--- src/hdl/arpl_pkg.sv ---
// Shared types, constants and codes for the ARP egress port lookup block.
package arpl_pkg;

    localparam int TABLE_DEPTH = 16;
    localparam int SLOT_W      = $clog2(TABLE_DEPTH);
    localparam int COUNT_W     = $clog2(TABLE_DEPTH + 1);
    localparam int PORT_W      = 8;
    localparam int ADDR_W      = 32;
    localparam int OPCODE_W    = 16;
    localparam int ACTION_W    = 2;
    localparam int STATUS_W    = 2;

    localparam logic [OPCODE_W-1:0] OP_REQUEST = OPCODE_W'(1);
    localparam logic [OPCODE_W-1:0] OP_REPLY   = OPCODE_W'(2);

    typedef enum logic [ACTION_W-1:0] {
        ACT_WRITE_ROUTE = 2'd0,
        ACT_WRITE_ORDER = 2'd1,
        ACT_LOOKUP      = 2'd2
    } action_t;

    typedef enum logic [STATUS_W-1:0] {
        RES_PASS    = 2'd0,
        RES_FOUND   = 2'd1,
        RES_NO_PORT = 2'd2
    } status_t;

    typedef enum logic [1:0] {
        S_IDLE,
        S_SCAN,
        S_FINISH
    } state_t;

    typedef struct packed {
        logic [ADDR_W-1:0] addr;
        logic [ADDR_W-1:0] mask;
        logic [PORT_W-1:0] port;
    } route_entry_t;

    typedef struct packed {
        logic              route_we;
        logic              order_we;
        logic [SLOT_W-1:0] wr_index;
        logic [SLOT_W-1:0] wr_target;
        logic              order_rd_en;
        logic [SLOT_W-1:0] order_rd_pos;
        logic              route_rd_en;
        logic [SLOT_W-1:0] route_rd_slot;
    } tbl_ctrl_t;

endpackage

--- src/hdl/arpl_route_table.sv ---
// Route table and scan order memories with registered read ports.
module arpl_route_table (
    input  logic                        clk,
    input  arpl_pkg::tbl_ctrl_t         ctrl,
    input  arpl_pkg::route_entry_t      wr_entry,
    output logic [arpl_pkg::SLOT_W-1:0] order_rd_slot,
    output arpl_pkg::route_entry_t      route_rd_data
);
    import arpl_pkg::*;

    route_entry_t      route_mem [TABLE_DEPTH];
    logic [SLOT_W-1:0] order_mem [TABLE_DEPTH];

    logic [SLOT_W-1:0] order_q_reg;
    route_entry_t      route_q_reg;

    // Writes and reads never overlap: writes happen only while the block is idle.
    always_ff @(posedge clk)
    begin
        if (ctrl.route_we)
        begin
            route_mem[ctrl.wr_index] <= wr_entry;
        end
        if (ctrl.order_we)
        begin
            order_mem[ctrl.wr_index] <= ctrl.wr_target;
        end
    end

    always_ff @(posedge clk)
    begin
        if (ctrl.order_rd_en)
        begin
            order_q_reg <= order_mem[ctrl.order_rd_pos];
        end
        if (ctrl.route_rd_en)
        begin
            route_q_reg <= route_mem[ctrl.route_rd_slot];
        end
    end

    assign order_rd_slot = order_q_reg;
    assign route_rd_data = route_q_reg;

endmodule

--- src/hdl/arp_egress_port_masked_lookup.sv ---
// Top level of the ARP egress port lookup over a masked IPv4 route table.
//
// The block stores up to sixteen routes (address, mask, egress port) and a scan
// order list that maps scan positions to route slots; write requests fill both
// and produce no result. A lookup request returns exactly one result: status 0
// for a packet that is not ARP, status 1 with the port and route slot of the
// first route in scan order whose masked address equals the masked key (sender
// address for an ARP request, target address for an ARP reply) and whose port
// differs from the arrival port, and status 2 otherwise. The scan runs over a
// three-stage pipeline (order memory read, route memory read, masked compare)
// that starts one scan position per cycle. A miss finishes once every scan
// position below the limit has left the pipeline, a hit ends the scan at
// once, and a lookup that needs no scan (not ARP, other opcode, or a zero
// count) goes straight to the finish state and offers its result when the
// input is free again. The input is stalled while a lookup is in progress or
// its result cannot yet move into the output register; a finished result
// waits in that register while the next request is taken. entry_count values
// above sixteen scan all sixteen positions, and the register may be written
// only while the block is idle.
module arp_egress_port_masked_lookup (
    input  logic                          clk,
    input  logic                          rst_n,
    // Lookup and table write requests.
    input  logic                          in_valid,
    output logic                          in_stall,
    input  logic [arpl_pkg::ACTION_W-1:0] action,
    input  logic [arpl_pkg::SLOT_W-1:0]   slot,
    input  logic [arpl_pkg::ADDR_W-1:0]   route_ip,
    input  logic [arpl_pkg::ADDR_W-1:0]   route_mask,
    input  logic [arpl_pkg::PORT_W-1:0]   route_port,
    input  logic [arpl_pkg::SLOT_W-1:0]   order_target,
    input  logic                          is_arp,
    input  logic [arpl_pkg::OPCODE_W-1:0] arp_opcode,
    input  logic [arpl_pkg::ADDR_W-1:0]   sender_addr,
    input  logic [arpl_pkg::ADDR_W-1:0]   target_addr,
    input  logic [arpl_pkg::PORT_W-1:0]   arrival_port,
    // Lookup results.
    output logic                          out_valid,
    input  logic                          out_stall,
    output logic [arpl_pkg::STATUS_W-1:0] status,
    output logic [arpl_pkg::PORT_W-1:0]   egress_port,
    output logic [arpl_pkg::SLOT_W-1:0]   matched_slot,
    // Scan count register write.
    input  logic                          cfg_valid,
    output logic                          cfg_ready,
    input  logic [arpl_pkg::COUNT_W-1:0]  entry_count
);
    import arpl_pkg::*;

    localparam logic [COUNT_W-1:0] DEPTH_COUNT = COUNT_W'(TABLE_DEPTH);

    state_t              state_reg, state_next;
    logic [COUNT_W-1:0]  entry_count_reg;
    logic [ADDR_W-1:0]   key_reg, key_next;
    logic [PORT_W-1:0]   arrival_reg, arrival_next;
    logic [COUNT_W-1:0]  limit_reg, limit_next;
    logic [COUNT_W-1:0]  issue_pos_reg, issue_pos_next;
    logic                s1_valid_reg, s1_valid_next;
    logic                s2_valid_reg, s2_valid_next;
    logic [SLOT_W-1:0]   s2_slot_reg, s2_slot_next;
    status_t             res_status_reg, res_status_next;
    logic [PORT_W-1:0]   res_port_reg, res_port_next;
    logic [SLOT_W-1:0]   res_slot_reg, res_slot_next;
    logic                out_valid_reg, out_valid_next;
    status_t             out_status_reg, out_status_next;
    logic [PORT_W-1:0]   out_port_reg, out_port_next;
    logic [SLOT_W-1:0]   out_slot_reg, out_slot_next;

    logic                in_accept;
    logic                issue;
    logic                route_hit;
    logic                out_load;
    logic [COUNT_W-1:0]  count_sat;
    tbl_ctrl_t           tbl_ctrl;
    route_entry_t        wr_entry;
    logic [SLOT_W-1:0]   order_slot;
    route_entry_t        rd_entry;

    arpl_route_table u_table (
        .clk           (clk),
        .ctrl          (tbl_ctrl),
        .wr_entry      (wr_entry),
        .order_rd_slot (order_slot),
        .route_rd_data (rd_entry)
    );

    // The count register may be written at any time it is offered; the user
    // only writes it while no lookup is in flight.
    assign cfg_ready = 1'b1;

    assign in_stall  = (state_reg != S_IDLE);
    assign in_accept = in_valid && !in_stall;

    assign count_sat = (entry_count_reg > DEPTH_COUNT) ? DEPTH_COUNT : entry_count_reg;

    // A scan position is started while positions remain below the limit.
    assign issue = (state_reg == S_SCAN) && (issue_pos_reg < limit_reg);

    // Masked compare and arrival port check on the entry that left the route memory this cycle.
    assign route_hit = s2_valid_reg
                    && ((key_reg & rd_entry.mask) == (rd_entry.addr & rd_entry.mask))
                    && (rd_entry.port != arrival_reg);

    assign wr_entry.addr = route_ip;
    assign wr_entry.mask = route_mask;
    assign wr_entry.port = route_port;

    always_comb
    begin
        tbl_ctrl.route_we      = in_accept && (action == ACT_WRITE_ROUTE);
        tbl_ctrl.order_we      = in_accept && (action == ACT_WRITE_ORDER);
        tbl_ctrl.wr_index      = slot;
        tbl_ctrl.wr_target     = order_target;
        tbl_ctrl.order_rd_en   = issue;
        tbl_ctrl.order_rd_pos  = issue_pos_reg[SLOT_W-1:0];
        tbl_ctrl.route_rd_en   = (state_reg == S_SCAN) && s1_valid_reg;
        tbl_ctrl.route_rd_slot = order_slot;
    end

    // Sequencer: accepts requests when idle, runs the scan pipeline, and hands
    // the finished result to the output register.
    always_comb
    begin
        state_next      = state_reg;
        key_next        = key_reg;
        arrival_next    = arrival_reg;
        limit_next      = limit_reg;
        issue_pos_next  = issue_pos_reg;
        s1_valid_next   = 1'b0;
        s2_valid_next   = 1'b0;
        s2_slot_next    = s2_slot_reg;
        res_status_next = res_status_reg;
        res_port_next   = res_port_reg;
        res_slot_next   = res_slot_reg;
        out_load        = 1'b0;

        case (state_reg)
            S_IDLE:
            begin
                if (in_accept && (action == ACT_LOOKUP))
                begin
                    res_port_next  = '0;
                    res_slot_next  = '0;
                    key_next       = (arp_opcode == OP_REQUEST) ? sender_addr : target_addr;
                    arrival_next   = arrival_port;
                    limit_next     = count_sat;
                    issue_pos_next = '0;
                    if (!is_arp)
                    begin
                        res_status_next = RES_PASS;
                        state_next      = S_FINISH;
                    end
                    else if ((arp_opcode inside {OP_REQUEST, OP_REPLY})
                             && (count_sat != '0))
                    begin
                        res_status_next = RES_NO_PORT;
                        state_next      = S_SCAN;
                    end
                    else
                    begin
                        res_status_next = RES_NO_PORT;
                        state_next      = S_FINISH;
                    end
                end
            end

            S_SCAN:
            begin
                if (route_hit)
                begin
                    // First match in scan order wins; in-flight reads are dropped.
                    res_status_next = RES_FOUND;
                    res_port_next   = rd_entry.port;
                    res_slot_next   = s2_slot_reg;
                    state_next      = S_FINISH;
                end
                else if (!issue && !s1_valid_reg && !s2_valid_reg)
                begin
                    res_status_next = RES_NO_PORT;
                    state_next      = S_FINISH;
                end
                else
                begin
                    s1_valid_next = issue;
                    s2_valid_next = s1_valid_reg;
                    s2_slot_next  = order_slot;
                    if (issue)
                    begin
                        issue_pos_next = issue_pos_reg + COUNT_W'(1);
                    end
                end
            end

            S_FINISH:
            begin
                if (!out_valid_reg || !out_stall)
                begin
                    out_load   = 1'b1;
                    state_next = S_IDLE;
                end
            end

            default:
            begin
                state_next = S_IDLE;
            end
        endcase
    end

    always_comb
    begin
        out_valid_next  = out_valid_reg && out_stall;
        out_status_next = out_status_reg;
        out_port_next   = out_port_reg;
        out_slot_next   = out_slot_reg;
        if (out_load)
        begin
            out_valid_next  = 1'b1;
            out_status_next = res_status_reg;
            out_port_next   = res_port_reg;
            out_slot_next   = res_slot_reg;
        end
    end

    always_ff @(posedge clk or negedge rst_n)
    begin
        if (!rst_n)
        begin
            state_reg       <= S_IDLE;
            entry_count_reg <= '0;
            issue_pos_reg   <= '0;
            s1_valid_reg    <= 1'b0;
            s2_valid_reg    <= 1'b0;
            out_valid_reg   <= 1'b0;
        end
        else
        begin
            state_reg     <= state_next;
            issue_pos_reg <= issue_pos_next;
            s1_valid_reg  <= s1_valid_next;
            s2_valid_reg  <= s2_valid_next;
            out_valid_reg <= out_valid_next;
            if (cfg_valid && cfg_ready)
            begin
                entry_count_reg <= entry_count;
            end
        end
    end

    always_ff @(posedge clk)
    begin
        key_reg        <= key_next;
        arrival_reg    <= arrival_next;
        limit_reg      <= limit_next;
        s2_slot_reg    <= s2_slot_next;
        res_status_reg <= res_status_next;
        res_port_reg   <= res_port_next;
        res_slot_reg   <= res_slot_next;
        out_status_reg <= out_status_next;
        out_port_reg   <= out_port_next;
        out_slot_reg   <= out_slot_next;
    end

    assign out_valid    = out_valid_reg;
    assign status       = out_status_reg;
    assign egress_port  = out_port_reg;
    assign matched_slot = out_slot_reg;

    // Table memories are only read during a scan.
    a_read_only_in_scan: assert property (@(posedge clk) disable iff (!rst_n)
        (tbl_ctrl.order_rd_en || tbl_ctrl.route_rd_en) |-> (state_reg == S_SCAN))
        else $error("table read outside of a scan");

    // A new result only appears after the sequencer finished a request.
    a_result_after_finish: assert property (@(posedge clk) disable iff (!rst_n)
        $rose(out_valid_reg) |-> $past(state_reg == S_FINISH))
        else $error("result offered without a finished request");

    // No scan stage is left occupied once the block is idle again.
    a_idle_pipe_empty: assert property (@(posedge clk) disable iff (!rst_n)
        (state_reg == S_IDLE) |-> (!s1_valid_reg && !s2_valid_reg))
        else $error("scan pipeline busy while idle");

    // The scan never starts positions beyond the captured limit.
    a_issue_bounded: assert property (@(posedge clk) disable iff (!rst_n)
        (state_reg == S_SCAN) |-> (issue_pos_reg <= limit_reg))
        else $error("scan position beyond limit");

    // A found port never equals the port the packet arrived on.
    a_found_port_differs: assert property (@(posedge clk) disable iff (!rst_n)
        ((state_reg == S_FINISH) && (res_status_reg == RES_FOUND))
        |-> (res_port_reg != arrival_reg))
        else $error("found port equals arrival port");

endmodule
--- config.mk ---
export PLATFORM = sky130hd
export DESIGN_NAME = arp_egress_port_masked_lookup
export DESIGN_NICKNAME = d
export VERILOG_FILES = /design/src/hdl/arpl_pkg.sv /design/src/hdl/arpl_route_table.sv /design/src/hdl/arp_egress_port_masked_lookup.sv
export SDC_FILE = /design/constraint.sdc
export NUM_CORES = 1
export LEC_CHECK = 0
export ABC_CLOCK_PERIOD_IN_PS = 7310
export BUFFER_PORTS_ARGS = -buffer_cell sky130_fd_sc_hd__buf_2
export CORE_AREA = 2 2 352 354
export DETAILED_ROUTE_END_ITERATION = 8
export DIE_AREA = 0 0 354 356
export RECOVER_POWER = 50
export SYNTH_ARGS = -nofsm -noshare
export SYNTH_HDL_FRONTEND = slang
export SYNTH_SLANG_ARGS = --single-unit
--- constraint.sdc ---
create_clock -name clk -period 7.31 [get_ports clk]
set_input_delay 1.462 -clock clk [delete_from_list [all_inputs] [get_ports clk]]
set_output_delay 1.462 -clock clk [all_outputs]
set_load 0.02 [all_outputs]
==> out/results.tsv <==
stage	metric	value	unit
timing	final slew viol count	200	
floorplanning	core area	0.1227	mm^2
timing	clock period minus final worst setup slack	4926	ps
pwr	Clock Power Share	44.1	%
setup_path	CP peak stage delay	2900	ps
yosys	top cells by area in the synthesized netlist	edfxtp_1 (79%), mux4_2 (16%), mux2_2 (0.80%)	
timing	setup total negative slack	0	ps
global_route	vias in the first global route	23962	
yosys	compound-cell area share of the yosys netlist	0.5075	%
yosys	area leader, netlist	edfxtp_1	
timing	RSZ-0062 raised after global routing	false	
pwr	switching pwr	3167	uW
yosys	Synth Area per Inst	24.75	um^2
detailed_routing	ANT nets after route	0	
clock_tree	CTS H-Tree Depth	4	
floorplanning	Die Span Y	356	um
clock_tree	post_cts resized	0	
placed_design	DP HPWL	66.17	mm
clock_tree	clk slew on worst S/H paths	60	ps
detailed_routing	vias	22996	
floorplanning	die area	0.1260	mm^2
yosys	Synth cell types	53	
yosys	most common cell in the netlist	edfxtp_1	
pwr	Pwr Total	16130	uW
yosys	area share of the leading cell type in the synthesized netlist	78.65	%
run_status	failing checks	max-capacitance violations, max-slew violations	
placed_design	GPL Wtd Cong	0.7561	
pwr	P_int	12960	uW
yosys	Synth Register Bits	1384	
cells_and_area	register with the most flip-flops	u_table.route_mem	
yosys	Synth Area in Simple Gates	1.254	%
placed_design	number of buffers inserted by port buffering	196	
global_route	total track usage	18.56	%
global_route	first-pass GRT wire length	168.5	mm
placed_design	Placed Area	0.05549	mm^2
pwr	power density over cell area	269.0	mW/mm^2
setup_path	crit end category	flip-flop	
setup_path	Worst path slowest cell	clkbuf_1	
detailed_routing	wire length per cell	27.81	um
setup_path	Worst Path Arrival	5350	ps
yosys	Cell Area, Synth	0.05227	mm^2
pwr	static leakage	0.01864	uW
yosys	asr flop ratio synth	1.084	%
clock_tree	CTS Buffer Depth	3	
placed_design	Placed Instances	3888	
clock_tree	TritonCTS buffer count	143	
clock_tree	root buf cell	clkbuf_16	
cells_and_area	nets	2582	
timing	Slew @ Worst Pin	4168	ps
timing	Worst Setup Slack, final	2384	ps
detailed_routing	wirelength, routed	115.5	mm
pwr	share of total power in combinational logic	1.5	%
cells_and_area	area of the multi-input gates	0.01046	mm^2
floorplanning	Top Ports	198	
yosys	adder and majority gate portion of the synthesized area	0.1197	%
setup_path	critical path cell sequence	clkbuf_1, buf_4, mux4_2	
clock_tree	CTS tree	yes	
cells_and_area	non-filler cells, final	4152	
global_route	GRT Residual Overflow	0	
yosys	cell count after synthesis	2112	
timing	Slew Limit Headroom	-177.9	%
timing	Setup violations, final	0	
run_status	outcome	finished, violations left	
yosys	Ys Warns	0	
floorplanning	num rows	129	
yosys	top_reg_cell synth	edfxtp_1	
global_route	initial antenna violation count	15	
yosys	register area share after synthesis	79.37	%
flow_run	maxcap violations	4	
pwr	peak supply drop	0.1969	mV
yosys	post-synth net total	2298	
setup_path	Req. time, crit path	7740	ps
cells_and_area	max FFs per register	1152	
clock_tree	TritonCTS sink count	1384	
cells_and_area	Design Area, Final	0.05996	mm^2
cells_and_area	share of layout cells above drive strength 1	31.26	%
detailed_routing	DR DRC count	0	
cells_and_area	P&R area growth vs syn	14.70	%
global_route	largest net degree at the start of global routing	126	
yosys	synth cell count leaders	edfxtp_1 (1369), mux4_2 (380), clkbuf_1 (57), nor2_1 (42), mux2_2 (37)	
floorplanning	Die X	354	um
timing	max frequency	0.2030	GHz
timing	skew final	32.19	ps
setup_path	CP startpoint kind	flip-flop	
detailed_routing	first-pass iteration count of the detailed router	5	
yosys	Post-synth EDFFs	1369	
floorplanning	initial core utilization	42.61	%
cells_and_area	total area of sequential cells	0.04148	mm^2
cells_and_area	filler cell count	9720	
pwr	sequential share of power	54.4	%
worst_hold_path	Hold/Removal Path Class	reg2reg	
detailed_routing	DR iter-0 viols	2070	
setup_path	CP Max Fanout	45	
yosys	Synth Area in XOR/XNOR	0.6870	%
timing	Final Hold Vio Count	0	
clock_tree	Post-CTS Hold Buffers	0	
detailed_routing	vias per inst	5.539	
yosys	largest family of logic cells by synthesized area	multiplexers	
pwr	Sw Ratio	19.64	%
clock_tree	post-CTS setup buffer count	0	
placed_design	dpl ws	2427	ps
setup_path	WS Path Type	reg2reg	
clock_tree	worst skew pair latency	750	ps
timing	Tcrit/Tclk final	67.39	%
yosys	mux cell area share after synthesis	17.17	%
[area by class of cell]
type	instances	area share, %
antenna	4	0.01669
clock buffer	175	6.275
clock inverter	85	1.413
inverter	6	0.03756
multi-input combinational	624	17.44
sequential	1384	69.19
tap	1637	3.416
timing repair buffer	237	2.208
[placed cells by master, fill, tap and decap left out, types with 3 or more instances in the layout]
| cell | instances |
|---|---|
| edfxtp_1 | 1369 |
| mux4_2 | 380 |
| clkbuf_16 | 146 |
| clkbuf_1 | 118 |
| buf_2 | 111 |
| mux2_2 | 37 |
| xor2_1 | 33 |
| clkinv_1 | 32 |
| nor2_1 | 30 |
| clkinv_2 | 23 |
| buf_4 | 22 |
| dfrtp_1 | 15 |
| a22oi_1 | 14 |
| nor2_4 | 13 |
| bufinv_16 | 13 |
| buf_12 | 13 |
| nand2_1 | 12 |
| and2_0 | 12 |
| nor3_1 | 8 |
| nand2b_1 | 8 |
| xnor2_1 | 8 |
| nand4_1 | 7 |
| inv_1 | 5 |
| nor2b_1 | 5 |
| nor3_4 | 5 |
| ha_1 | 5 |
| clkinvlp_4 | 5 |
| diode_2 | 4 |
| nor4_1 | 4 |
| or4_1 | 4 |
| and2_1 | 4 |
| o21ai_0 | 4 |
| inv_6 | 4 |
| clkinv_8 | 4 |
| nand3_1 | 3 |
[worst max-delay path, delay by kind of cell (launching register included)]
family,cells,cell delay (ps)
buf+inv,2,3750
mux,1,490
flops,1,310
[metal layers]
metal	part of all wire, %	vias to the layer above	GRT usage (%)
met2	48	746	29.74
met1	43	12413	26.37
met3	6.3	152	3.770
met4	1.8	12	4.593
li1	-	9673	-
met5	0.076	-	0
[final timing paths]
path,from,endpoint,slack (ps),depth (start not counted)
worst max-delay path,u_table.order_rd_slot[3],u_table.route_rd_data[41],2380,3
worst min-delay path,res_port_reg[0],egress_port[0],420,0
worst max register to register,u_table.order_rd_slot[3],u_table.route_rd_data[41],2380,3
worst min register to register,res_port_reg[0],egress_port[0],420,0
max in group asynchronous,rst_n,state_reg[1],5900,1
min in group asynchronous,rst_n,issue_pos_reg[0],840,1
[power by group through the flow]
stage	clock network (uW)	registers (uW)	logic [uW]
after floorplan	0	8940	56.0
after global placement	0	8940	234
after detailed placement	0	8940	249
after CTS	7250	8770	250
after global routing	7580	8770	263
final	7120	8780	237
[stage by stage]
step | hold WS, ps | utilization [%]
global placement | 405.5 | 45.23
finish | 419.0 | 48.88
floorplan | 400.3 | -
detailed placement | 406.1 | 45.23
global route | 425.2 | 48.87
CTS | 417.8 | 48.99
[kinds of logic (layout without fill, tap and decap cells)]
kind of cell             Yosys count  count (layout)
multiplexers                     417             417
adder cells (fa/ha/maj)            5               5
XOR/XNOR                          41              41
buffers and inverters            104             503
other                              1               5
flip-flops                      1384            1384
AO/OA/AOI/OAI                     36              36
AND/OR/NAND/NOR                  124             124
No activity file was read; power rests on OpenSTA's default activity.
